<file path="src/hdl/bcd_pkg.sv">
// ----------------------------------------------------------------------------
// bcd_pkg
// Shared constants, log table, datapath op codes and control structs for the
// binomial change-point search.
// ----------------------------------------------------------------------------
package bcd_pkg;

    localparam int MAX_POINTS = 64;
    localparam int COUNT_BITS = 16;
    localparam int PT_BITS    = $clog2(MAX_POINTS + 1);
    localparam int IDX_BITS   = $clog2(MAX_POINTS);
    localparam int SUM_BITS   = COUNT_BITS + IDX_BITS;
    localparam int COST_BITS  = 40;
    localparam int MS_BITS    = 5;
    localparam int RATE_BITS  = 17;
    localparam int NUM_BITS   = SUM_BITS + 16;
    localparam int DIV_STEPS  = RATE_BITS;
    localparam int LN_BITS    = 21;
    localparam int TAB_BITS   = 17;

    localparam logic [COST_BITS-1:0] COST_INF = {COST_BITS{1'b1}};
    localparam logic [COST_BITS-1:0] COST_MAX = COST_INF - 1'b1;
    localparam logic [15:0]          LN2_Q16  = 16'd45426;
    localparam logic [COST_BITS-1:0] LAMBDA_RESET = 40'd2560;
    localparam logic [MS_BITS-1:0]   MS_RESET     = 5'd3;

    localparam logic CFG_LAMBDA = 1'b0;
    localparam logic CFG_MINSEG = 1'b1;

    typedef enum logic [4:0] {
        OP_NONE,
        OP_LOAD,
        OP_CLEAR,
        OP_READ,
        OP_LATCH_J,
        OP_CAND,
        OP_DIV,
        OP_LN_IN,
        OP_LN_S2,
        OP_LN_S3,
        OP_LN_OUT,
        OP_MUL,
        OP_COST,
        OP_TOTAL,
        OP_JEND,
        OP_STK_CUT,
        OP_STK_ZERO,
        OP_EMIT
    } op_t;

    typedef struct packed {
        op_t                 op;
        logic                sel;
        logic [PT_BITS-1:0]  addr;
        logic [IDX_BITS-1:0] seg_first;
        logic [IDX_BITS-1:0] seg_last;
        logic                eol;
    } cmd_t;

    typedef struct packed {
        logic                div_busy;
        logic                skip;
        logic                zero;
        logic                over_inf;
        logic [PT_BITS-1:0]  cut_rd;
        logic [IDX_BITS-1:0] stack_rd;
    } st_t;

    function automatic logic [TAB_BITS-1:0] log2_tab(input logic [4:0] idx);
        logic [TAB_BITS-1:0] v;
        case (idx)
            5'd0:  v = 17'd0;
            5'd1:  v = 17'd5732;
            5'd2:  v = 17'd11136;
            5'd3:  v = 17'd16248;
            5'd4:  v = 17'd21098;
            5'd5:  v = 17'd25711;
            5'd6:  v = 17'd30110;
            5'd7:  v = 17'd34312;
            5'd8:  v = 17'd38336;
            5'd9:  v = 17'd42196;
            5'd10: v = 17'd45904;
            5'd11: v = 17'd49472;
            5'd12: v = 17'd52911;
            5'd13: v = 17'd56228;
            5'd14: v = 17'd59434;
            5'd15: v = 17'd62534;
            5'd16: v = 17'd65536;
            default: v = 17'd0;
        endcase
        return v;
    endfunction

endpackage

</file>
<file path="src/hdl/bcd_ctrl.sv">
// ----------------------------------------------------------------------------
// bcd_ctrl
// Controller: load counting, partition search loops, backtracking and
// segment output sequencing.
// ----------------------------------------------------------------------------
module bcd_ctrl (
    input  logic                        aclk,
    input  logic                        aresetn,
    input  logic                        s_tvalid,
    input  logic                        s_tlast,
    output logic                        s_tready,
    output logic                        m_tvalid,
    input  logic                        m_tready,
    input  logic [bcd_pkg::MS_BITS-1:0] min_segment,
    output bcd_pkg::cmd_t               cmd,
    input  bcd_pkg::st_t                st
);
    import bcd_pkg::*;

    typedef enum logic [5:0] {
        ST_IDLE, ST_J_RD, ST_J_LAT, ST_I_RD, ST_I_CAND, ST_I_CHK, ST_DIV_GO,
        ST_DIV_W, ST_LN1, ST_LN2, ST_LN3, ST_LN4, ST_MUL, ST_COST, ST_TOT,
        ST_I_NXT, ST_J_END, ST_BT_START, ST_BT_RD, ST_BT_WR, ST_O_START,
        ST_O_RDF, ST_O_LATF, ST_O_RDN, ST_O_LATN, ST_O_RDP, ST_O_LJ, ST_O_RDI,
        ST_O_CI, ST_O_DIVG, ST_O_DIVW, ST_O_EMIT, ST_O_HOLD, ST_FIN
    } state_t;

    state_t              state_reg;
    logic [PT_BITS-1:0]  n_reg, j_reg, i_reg, pos_reg, cnt_reg;
    logic [IDX_BITS-1:0] idx_reg, first_reg, last_reg;
    logic                ln_sel_reg;
    logic [MS_BITS-1:0]  ms;
    logic                full;
    logic                i_fits_next;

    assign ms          = (min_segment == '0) ? MS_BITS'(1) : min_segment;
    assign full        = n_reg == PT_BITS'(MAX_POINTS);
    assign i_fits_next = (PT_BITS + 1)'(i_reg) + (PT_BITS + 1)'(1) + (PT_BITS + 1)'(ms)
                         <= (PT_BITS + 1)'(j_reg);
    assign s_tready    = state_reg == ST_IDLE;
    assign m_tvalid    = state_reg == ST_O_HOLD;

    always_ff @(posedge aclk) begin
        if (!aresetn) begin
            state_reg  <= ST_IDLE;
            n_reg      <= '0;
            j_reg      <= '0;
            i_reg      <= '0;
            pos_reg    <= '0;
            cnt_reg    <= '0;
            idx_reg    <= '0;
            first_reg  <= '0;
            last_reg   <= '0;
            ln_sel_reg <= 1'b0;
        end else begin
            unique case (state_reg)
                ST_IDLE: begin
                    if (s_tvalid) begin
                        if (!full) n_reg <= n_reg + 1'b1;
                        if (s_tlast) begin
                            j_reg     <= PT_BITS'(1);
                            state_reg <= ST_J_RD;
                        end
                    end
                end
                ST_J_RD: state_reg <= ST_J_LAT;
                ST_J_LAT: begin
                    i_reg <= '0;
                    if ((PT_BITS + 1)'(ms) > (PT_BITS + 1)'(j_reg)) begin
                        state_reg <= ST_J_END;
                    end else begin
                        state_reg <= ST_I_RD;
                    end
                end
                ST_I_RD:   state_reg <= ST_I_CAND;
                ST_I_CAND: state_reg <= ST_I_CHK;
                ST_I_CHK: begin
                    if (st.skip) begin
                        state_reg <= ST_I_NXT;
                    end else if (st.zero) begin
                        state_reg <= ST_TOT;
                    end else begin
                        state_reg <= ST_DIV_GO;
                    end
                end
                ST_DIV_GO: state_reg <= ST_DIV_W;
                ST_DIV_W: begin
                    ln_sel_reg <= 1'b0;
                    if (!st.div_busy) state_reg <= ST_LN1;
                end
                ST_LN1: state_reg <= ST_LN2;
                ST_LN2: state_reg <= ST_LN3;
                ST_LN3: state_reg <= ST_LN4;
                ST_LN4: begin
                    if (ln_sel_reg) begin
                        state_reg <= ST_MUL;
                    end else begin
                        ln_sel_reg <= 1'b1;
                        state_reg  <= ST_LN1;
                    end
                end
                ST_MUL:  state_reg <= ST_COST;
                ST_COST: state_reg <= ST_TOT;
                ST_TOT:  state_reg <= ST_I_NXT;
                ST_I_NXT: begin
                    if (i_fits_next) begin
                        i_reg     <= i_reg + 1'b1;
                        state_reg <= ST_I_RD;
                    end else begin
                        state_reg <= ST_J_END;
                    end
                end
                ST_J_END: begin
                    if (j_reg == n_reg) begin
                        state_reg <= ST_BT_START;
                    end else begin
                        j_reg     <= j_reg + 1'b1;
                        state_reg <= ST_J_RD;
                    end
                end
                ST_BT_START: begin
                    if (st.over_inf) begin
                        cnt_reg   <= PT_BITS'(1);
                        state_reg <= ST_O_START;
                    end else begin
                        cnt_reg   <= '0;
                        pos_reg   <= n_reg;
                        state_reg <= ST_BT_RD;
                    end
                end
                ST_BT_RD: state_reg <= ST_BT_WR;
                ST_BT_WR: begin
                    cnt_reg <= cnt_reg + 1'b1;
                    pos_reg <= st.cut_rd;
                    if (st.cut_rd == '0) begin
                        state_reg <= ST_O_START;
                    end else begin
                        state_reg <= ST_BT_RD;
                    end
                end
                ST_O_START: begin
                    idx_reg   <= IDX_BITS'(cnt_reg - 1'b1);
                    state_reg <= ST_O_RDF;
                end
                ST_O_RDF: state_reg <= ST_O_LATF;
                ST_O_LATF: begin
                    first_reg <= st.stack_rd;
                    state_reg <= ST_O_RDN;
                end
                ST_O_RDN: begin
                    if (idx_reg == '0) begin
                        last_reg  <= IDX_BITS'(n_reg - 1'b1);
                        state_reg <= ST_O_RDP;
                    end else begin
                        state_reg <= ST_O_LATN;
                    end
                end
                ST_O_LATN: begin
                    last_reg  <= st.stack_rd - 1'b1;
                    state_reg <= ST_O_RDP;
                end
                ST_O_RDP:  state_reg <= ST_O_LJ;
                ST_O_LJ:   state_reg <= ST_O_RDI;
                ST_O_RDI:  state_reg <= ST_O_CI;
                ST_O_CI:   state_reg <= ST_O_DIVG;
                ST_O_DIVG: state_reg <= ST_O_DIVW;
                ST_O_DIVW: begin
                    if (!st.div_busy) state_reg <= ST_O_EMIT;
                end
                ST_O_EMIT: state_reg <= ST_O_HOLD;
                ST_O_HOLD: begin
                    if (m_tready) begin
                        if (idx_reg == '0) begin
                            state_reg <= ST_FIN;
                        end else begin
                            idx_reg   <= idx_reg - 1'b1;
                            state_reg <= ST_O_RDF;
                        end
                    end
                end
                ST_FIN: begin
                    n_reg     <= '0;
                    state_reg <= ST_IDLE;
                end
                default: state_reg <= ST_IDLE;
            endcase
        end
    end

    always_comb begin
        cmd.op        = OP_NONE;
        cmd.sel       = ln_sel_reg;
        cmd.addr      = '0;
        cmd.seg_first = first_reg;
        cmd.seg_last  = last_reg;
        cmd.eol       = idx_reg == '0;
        unique case (state_reg)
            ST_IDLE: begin
                if (s_tvalid && !full) begin
                    cmd.op   = OP_LOAD;
                    cmd.addr = n_reg + 1'b1;
                end
            end
            ST_J_RD:     begin cmd.op = OP_READ; cmd.addr = j_reg; end
            ST_J_LAT:    cmd.op = OP_LATCH_J;
            ST_I_RD:     begin cmd.op = OP_READ; cmd.addr = i_reg; end
            ST_I_CAND:   cmd.op = OP_CAND;
            ST_DIV_GO:   cmd.op = OP_DIV;
            ST_LN1:      cmd.op = OP_LN_IN;
            ST_LN2:      cmd.op = OP_LN_S2;
            ST_LN3:      cmd.op = OP_LN_S3;
            ST_LN4:      cmd.op = OP_LN_OUT;
            ST_MUL:      cmd.op = OP_MUL;
            ST_COST:     cmd.op = OP_COST;
            ST_TOT:      begin cmd.op = OP_TOTAL; cmd.addr = i_reg; end
            ST_J_END:    begin cmd.op = OP_JEND; cmd.addr = j_reg; end
            ST_BT_START: begin
                if (st.over_inf) cmd.op = OP_STK_ZERO;
            end
            ST_BT_RD:    begin cmd.op = OP_READ; cmd.addr = pos_reg; end
            ST_BT_WR:    begin cmd.op = OP_STK_CUT; cmd.addr = cnt_reg; end
            ST_O_RDF:    begin cmd.op = OP_READ; cmd.addr = PT_BITS'(idx_reg); end
            ST_O_RDN: begin
                if (idx_reg != '0) begin
                    cmd.op   = OP_READ;
                    cmd.addr = PT_BITS'(idx_reg - 1'b1);
                end
            end
            ST_O_RDP: begin
                cmd.op   = OP_READ;
                cmd.addr = PT_BITS'(last_reg) + 1'b1;
            end
            ST_O_LJ:     cmd.op = OP_LATCH_J;
            ST_O_RDI:    begin cmd.op = OP_READ; cmd.addr = PT_BITS'(first_reg); end
            ST_O_CI:     cmd.op = OP_CAND;
            ST_O_DIVG:   cmd.op = OP_DIV;
            ST_O_EMIT:   cmd.op = OP_EMIT;
            ST_FIN:      cmd.op = OP_CLEAR;
            default: begin
            end
        endcase
    end

endmodule

</file>
<file path="config.mk">
export PLATFORM = sky130hd
export DESIGN_NAME = bcd_ctrl
export DESIGN_NICKNAME = d
export VERILOG_FILES = /design/src/hdl/bcd_pkg.sv /design/src/hdl/bcd_ctrl.sv
export SDC_FILE = /design/constraint.sdc
export NUM_CORES = 1
export LEC_CHECK = 0
export ABC_AREA = 1
export BUFFER_PORTS_ARGS = -buffer_cell sky130_fd_sc_hd__buf_2
export CAP_MARGIN = 0
export CORE_UTILIZATION = 30
export DETAILED_ROUTE_END_ITERATION = 12
export PLACE_DENSITY_LB_ADDON = 0.08
export SLEW_MARGIN = 20
export SYNTH_ARGS = -nofsm -noshare
export SYNTH_HDL_FRONTEND = slang
export SYNTH_SLANG_ARGS = --single-unit
</file>
<file path="constraint.sdc">
create_clock -name aclk -period 3.9 [get_ports aclk]
set_clock_uncertainty 0.15 [all_clocks]
set_input_delay 0.78 -clock aclk [delete_from_list [all_inputs] [get_ports aclk]]
set_output_delay 0.78 -clock aclk [all_outputs]
set_load 0.02 [all_outputs]
</file>
==> results of run 1 <==
==> critical path: stages <==
cell and delay, ns:
buf_2 0.12, nor4_1 0.29, nor2_1 0.11, ha_1 0.19, inv_1 0.08, fa_1 0.21, a21oi_1 0.08, o21ai_1 0.20
xnor2_1 0.15, inv_1 0.07, ha_1 0.28, nand2_1 0.06, nor2_1 0.15, nand2_1 0.07, nand3_1 0.06, nand2_1 0.05
nand2_1 0.05, nand2_1 0.07, nand3_1 0.14, nand2_1 0.09, inv_1 0.16, nand2_1 0.07, a21oi_1 0.13
==> cells by family (layout without fill, tap and decap cells) <==
family / count (synthesis) / after routing / share of synthesized area (%)
buffers and inverters: 132 / 189 / 11.0
DFF: 60 / 60 / 24.4
adders and majority gates: 28 / 28 / 7.27
AOI/OAI and AO/OA: 160 / 160 / 19.7
xor gates and xnor gates: 21 / 21 / 3.74
and+or+nand+nor: 369 / 369 / 33.9
==> layout make-up <==
class / instances / share of cell area (%)
Clock buffer: 12 / 4.16
Inverter: 110 / 7.30
Clock inverter: 4 / 0.880
Multi-Input combinational cell: 578 / 55.9
Timing Repair Buffer: 63 / 5.94
Tap cell: 216 / 4.75
Sequential cell: 60 / 21.1
==> worst max path at each step <==
| stage | startpoint | end | slack (ns) | cells past startpoint |
|---|---|---|---|---|
| 2_1_floorplan | min_segment[1] | i_reg[4] | 0.48 | 18 |
| 3_3_place_gp | min_segment[1] | i_reg[4] | 0.08 | 23 |
| 5_1_grt | min_segment[1] | i_reg[4] | 0.04 | 23 |
| 4_1_cts | min_segment[1] | i_reg[1] | 0.29 | 23 |
| 6_report | min_segment[2] | i_reg[1] | 0.35 | 23 |
| 3_5_place_dp | min_segment[1] | i_reg[3] | -0.06 | 23 |
==> routing by layer <==
metal	vias up	track usage [%]	routed length (microns)
li1	2665	-	-
met2	158	35.6	8080
met5	-	0	0
met3	29	2.83	855
met1	2484	29.5	8370
met4	0	10.1	490
==> power by group through the flow <==
stage | Combinational, mW | Clock [mW] | Sequential (mW)
final | 0.254 | 0.800 | 0.640
after global routing | 0.288 | 0.842 | 0.641
after CTS | 0.256 | 0.817 | 0.639
after detailed placement | 0.254 | 0 | 0.653
after global placement | 0.253 | 0 | 0.653
after floorplan | 0.171 | 0 | 0.644
==> per-stage QoR <==
step | worst slack [ns] | area (sq um)
after CTS | 0.286 | 5690
after global placement | 0.0800 | 5400
final | 0.353 | 5690
after global routing | 0.0415 | 5690
after detailed placement | -0.0607 | 5400
after floorplan | 0.478 | 4920
==> layout by cell type (no fill, tap or decap), types with 9 or more instances in the layout <==
| cell type | count |
|---|---|
| nand2_1 | 189 |
| clkbuf_16 | 9 |
| nor3_1 | 10 |
| dfxtp_1 | 60 |
| o22ai_1 | 10 |
| nor2_1 | 59 |
| inv_1 | 99 |
| a221oi_1 | 9 |
| nand3_1 | 60 |
| o21ai_0 | 40 |
| ha_1 | 27 |
| xor2_1 | 13 |
| inv_2 | 9 |
| buf_4 | 9 |
| nand4_1 | 13 |
| a21oi_1 | 58 |
| buf_2 | 54 |
==> run metrics, run 1 <==
status=finished clean; Area Overhead vs Synth=15.6%; Critical R2R Capture=i_reg[1]; number of flops mapped to enable cells by yosys=0; worst r2r path cells=21; full die area=16900 sq um; Worst-Margin Slew=0.547 ns; Sequential Area=1200 sq um; starting density of the core=30.9%; hold_ws=0.321 ns; Pwr Density=298 nW/um^2; layout cells sized above 1=15.1%; Overflow after GRT=0; cells resized by post-CTS repair=0; Finished Layout Cells=1043; root buffer cell=clkbuf_16; Synth async-reset ratio=0%; main flop type after synthesis=dfxtp_1; drt drc=0; core area=15900 sq um; # IOs=55; Fin. Hold Viols=0; Mapped Area=4920 sq um; HP Start=first_reg[1]; final setup fails=0; CTS max path bufs=2; synth top area cells=dfxtp_1, nand2_1, inv_1, ha_1, nand3_1; CTS tree=built; Final GP Congestion=0.928; Max Clk Rate=282 MHz; Sw Share=29.1%; port bufs=54; sequential power share=37.8%; final wirelength=17.8 mm; total power=1.69 mW; Routed wire per std cell=17.1 microns; area occupied by multi-input gates=3180 sq um; Die Wd=130 microns; r2r startpoint=i_reg[0]; Fillers=1769; Peak VDD IR=0.000150 V; Post-DP HPWL=14.0 mm; synth unique cells=49; Worst-path clk slew=0.06 ns; H-tree Lvls=3; via/cell ratio=5.12; total setup buffers inserted after CTS=0; Nets=877; Int Power=1.20 mW; Worst Hold Class=reg -> reg; worst skew pair latency=0.34 ns; Layout Utilization=35.7%; fin crit share=90.9%; YS warnings=0; Ant. Diodes=0; largest net degree at the start of global routing=28; first-pass GRT wire length=27.8 mm; via count=5336; initial antenna violation count=0; P_sw=0.493 mW; fin. max-slew vios=0; critical path endpoint category=register; hold_buf cts=0; Hold Crit Depth=2; RSZ-0062 raised after global routing=false; Mapped Avg Cell Area=6.39 sq um; crit path DAT=3.67 ns; vias in the first global route=4976; Num CTS Buffers=9; most frequent cells after synthesis=nand2_1, inv_1, dfxtp_1, nand3_1, nor2_1; Seq/Total Area, Yosys=24.4%; combinational group share of total power=15.0%; num rows=46; CP Data Required Time=4.03 ns; maxcap violations=0; drt pass-1 iters=5; Post-DRT Antenna Nets=0; FF+latch count, synth=60; Leak=2.73 nW; max_slew headroom=63.5%; Mapped Nets=825; share of the synthesized area in the top cell type=24.4%; reg2reg setup slack=0.64 ns; Worst Setup Start Kind=input port; Synth Instances=770; Hold Path Sink=first_reg[1]; initial DRC count=405; chip height=130 microns; Crit Path Max Fanout=6; Inst Count DP=1027; setup TNS=0 ns; Clock power frac=47.2%; largest area contributor in the netlist=dfxtp_1; Tot GR Track Use=22.1%; CTS sink cnt=60; most common cell in the synthesized netlist=nand2_1; critical path class=in -> reg; Final Critical Period=3.55 ns
Power figures use the tool's default switching activity.
==> inputs of run 2 (changes only) <==
Settings changed: CTS_BUF_LIST set to sky130_fd_sc_hd__clkbuf_8.
==> run metrics, run 2 (same netlist as run 1, synthesis figures left out) <==
worst skew pair latency=0.36 ns; Fin. Hold Viols=0; total power=1.46 mW; Post-DP HPWL=14.0 mm; critical path endpoint category=register; chip height=130 microns; worst r2r path cells=21; core area=15900 sq um; CTS sink cnt=60; cells resized by post-CTS repair=0; Peak VDD IR=0.000109 V; initial antenna violation count=0; largest net degree at the start of global routing=28; final setup fails=0; Num CTS Buffers=9; Leak=2.70 nW; final wirelength=17.8 mm; crit path DAT=3.66 ns; Worst-path clk slew=0.07 ns; hold_ws=0.327 ns; total setup buffers inserted after CTS=0; maxcap violations=0; Routed wire per std cell=17.1 microns; vias in the first global route=4970; crit path from=min_segment[2]; commonest non-fill, non-tap cell in the layout=nand2_1; reg2reg setup slack=0.64 ns; CP Capture Point=i_reg[1]; layout cells sized above 1=15.1%; RSZ-0062 raised after global routing=false; first-pass GRT wire length=27.8 mm; via count=5325; full die area=16900 sq um; Die Wd=130 microns; Worst-Margin Slew=0.534 ns; Layout Utilization=35.0%; Worst Hold Class=reg -> reg; Final Critical Period=3.51 ns; Max Clk Rate=285 MHz; Tot GR Track Use=21.9%; Nets=877; starting density of the core=30.9%; Worst Setup Start Kind=input port; max_slew headroom=64.4%; hold_buf cts=0; Area Overhead vs Synth=13.6%; drt drc=0; Final GP Congestion=0.928; Ant. Diodes=0; port bufs=54; critical path class=in -> reg; Post-DRT Antenna Nets=0; fin crit share=90.0%; # IOs=55; CP Data Required Time=4.05 ns; Overflow after GRT=0; initial DRC count=416; status=finished clean; r2r startpoint=i_reg[0]; fin. max-slew vios=0; commonest non-fill, non-tap cells in the layout=nand2_1, inv_1, nand3_1, dfxtp_1, nor2_1; CTS tree=built; drt pass-1 iters=6; Crit Path Max Fanout=6; Critical R2R Capture=i_reg[1]; via/cell ratio=5.11; Pwr Density=261 nW/um^2; num rows=46; root buffer cell=clkbuf_8; CTS max path bufs=2; H-tree Lvls=3
## run 2: cell types whose count changed in the layout (fill, tap and decap cells not counted), sizes merged
cell    before  now
clkbuf      12    9
inv        109  112
## run 2: worst min path at each step
| stage | cells after the start | startpoint | endpoint | slack, ns |
|---|---|---|---|---|
| 5_1_grt | 2 | first_reg[1] | first_reg[1] | 0.34 |
| 6_report | 2 | first_reg[1] | first_reg[1] | 0.33 |
| 3_5_place_dp | 2 | first_reg[1] | first_reg[1] | 0.31 |
| 2_1_floorplan | 2 | ln_sel_reg | ln_sel_reg | 0.30 |
| 3_3_place_gp | 2 | first_reg[4] | first_reg[4] | 0.31 |
| 4_1_cts | 2 | first_reg[1] | first_reg[1] | 0.32 |
## run 2: area by class of cell
class,count,area (sq um)
inverter,110,415
timing repair buffer,63,338
multi-input combinational,578,3180
tap,216,270
clock inverter,7,61.3
clock buffer,9,124
sequential,60,1200
fill,1778,10400
## run 2: layer usage
layer	global-route usage [%]	part of all wire [%]
met5	0	0
met4	8.62	2.5
met3	2.71	4.8
met2	35.5	45
met1	29.5	48
## run 2: where the power goes
part | leakage, nW | total (mW) | internal (mW) | switching [mW]
registers | 0.484 | 0.639 | 0.620 | 0.0189
clock network | 0.0990 | 0.563 | 0.287 | 0.276
logic | 2.11 | 0.255 | 0.0865 | 0.169
total | 2.70 | 1.46 | 0.993 | 0.464
## run 2: worst max-delay path, stage by stage
cell	delay (ns)
buf_2	0.12
nor4_1	0.29
nor2_1	0.11
ha_1	0.19
inv_1	0.08
fa_1	0.21
a21oi_1	0.08
o21ai_1	0.20
xnor2_1	0.15
inv_1	0.07
ha_1	0.28
nand2_1	0.06
nor2_1	0.15
nand2_1	0.07
nand3_1	0.06
nand2_1	0.05
nand2_1	0.05
nand2_1	0.07
nand3_1	0.13
nand2_1	0.09
inv_1	0.16
nand2_1	0.07
a21oi_1	0.13
## run 2: metrics by stage
stage	instances	cell area [sq um]	setup TNS [ns]	worst slack (ns)
final	1043	5590	0	0.389
after global routing	1043	5590	0	0.0636
after global placement	1027	5400	0	0.0800
after CTS	1043	5590	0	0.311
after floorplan	770	4920	0	0.478
after detailed placement	1027	5400	-0.366	-0.0607
==> inputs of run 3 (changes only) <==
Settings changed: BUFFER_PORTS_ARGS -buffer_cell sky130_fd_sc_hd__buf_2 to unset, DONT_BUFFER_PORTS set to 1.
Clock period 3.9 ns to 3.1 ns, I/O delays scaled along.
==> run metrics, run 3 (same netlist as run 1, synthesis figures left out) <==
status=finished clean; final worst slack=0.0853 ns; Crit Path Max Fanout=5; drt drc=0; Peak VDD IR=0.000186 V; placement-stage worst setup slack=-0.312 ns; via/cell ratio=5.23; CTS sink cnt=60; Worst Hold Class=in -> reg; area occupied by multi-input gates=3300 sq um; Final GP Congestion=0.952; Fillers=1746; hold_buf cts=0; CTS max path bufs=2; Post-DRT Antenna Nets=0; Num CTS Buffers=9; # IOs=55; Area Overhead vs Synth=15.5%; worst r2r path cells=18; H-tree Lvls=3; Sequential Area=1200 sq um; commonest non-fill, non-tap cells in the layout=nand2_1, inv_1, nor2_1; setup TNS=0 ns; Max Clk Rate=332 MHz; initial DRC count=420; worst skew pair latency=0.38 ns; chip height=130 microns; CTS tree=built; maxcap violations=0; Leak=2.64 nW; fin. max-slew vios=0; Fin. Hold Viols=0; critical path endpoint category=output port; core area=15900 sq um; final setup fails=0; CP Data Required Time=2.33 ns; Ant. Diodes=0; largest net degree at the start of global routing=28; Tot GR Track Use=21.9%; final wirelength=18.0 mm; max_slew headroom=62.3%; first-pass GRT wire length=27.4 mm; Routed wire per std cell=17.6 microns; crit path DAT=2.24 ns; num rows=46; commonest non-fill, non-tap cell in the layout=nand2_1; port bufs=0; via count=5339; layout cells sized above 1=16.7%; Overflow after GRT=0; fin crit share=97.2%; Final Critical Period=3.01 ns; full die area=16900 sq um; critical path class=reg -> out; starting density of the core=30.9%; Die Wd=130 microns; Worst-path clk slew=0.07 ns; initial antenna violation count=0; root buffer cell=clkbuf_8; Worst-Margin Slew=0.563 ns; vias in the first global route=4978; Pwr Density=313 nW/um^2; Post-DP HPWL=14.4 mm; Nets=856; Hold Crit Depth=2; drt pass-1 iters=5; Worst Setup Start Kind=register
-- run 3: cell types whose count changed in the layout (fill, tap and decap cells not counted), moves of 5 or more --
cell | previous run | this run
a221oi_1 | 9 | 4
buf_2 | 54 | 0
a221oi_2 | 0 | 5
buf_4 | 9 | 40
nand3_1 | 60 | 55
inv_1 | 102 | 95
-- run 3: cell type report --
cell class | count | area share [%]
timing repair buffer | 42 | 5.84
clock buffer | 10 | 2.42
multi-input combinational | 578 | 58.0
sequential | 60 | 21.2
clock inverter | 4 | 0.330
tap | 216 | 4.76
inverter | 110 | 7.40
-- run 3: path summary, 6_finish.rpt --
path / startpoint / end / slack, ns
max reg2reg: i_reg[2] / i_reg[4] / 0.24
min: aresetn / last_reg[2] / 0.20
max: state_reg[2] / cmd[22] / 0.09
min reg2reg: cnt_reg[3] / cnt_reg[3] / 0.35
-- run 3: worst max-delay path, cell delays in order (launching register included) --
cell and delay [ns]:
dfxtp_1 0.40, inv_1 0.09, nand2_2 0.11, inv_1 0.11, nand3_2 0.14, inv_1 0.14
nor3_1 0.23, nand3_1 0.14, nor3_4 0.18, nand4_1 0.32
-- run 3: repair_timing --
action / 4_1_cts / 5_1_grt
setup endpoints to repair: 1 / 19
pin swaps: 1 / 9
gates resized for setup: 1 / 26
setup buffers: 0 / 5
-- run 3: layer usage --
layer	routed length, microns	part of all wire [%]	up-vias	global-route usage [%]
li1	-	-	2628	-
met1	8140	45	2462	28.6
met2	8150	45	223	35.3
met3	1300	7.2	26	5.25
met4	419	2.3	0	7.46
met5	0	0	-	0
-- run 3: stage by stage --
stage | total power, mW | utilization, % | hold WS [ns] | instance area [sq um] | instances
global placement | 1.13 | 33.7 | 0.339 | 5380 | 1001
detailed placement | 1.13 | 33.7 | 0.347 | 5380 | 1001
floorplan | 1.03 | - | 0.304 | 4950 | 770
global route | 1.86 | 35.6 | 0.213 | 5680 | 1020
finish | 1.78 | 35.6 | 0.201 | 5680 | 1020
CTS | 1.77 | 34.7 | 0.199 | 5540 | 1015
-- run 3: where the power goes --
part | internal [mW] | switching [mW]
sequential | 0.781 | 0.0212
combinational | 0.115 | 0.202
clock | 0.296 | 0.361
total | 1.19 | 0.585
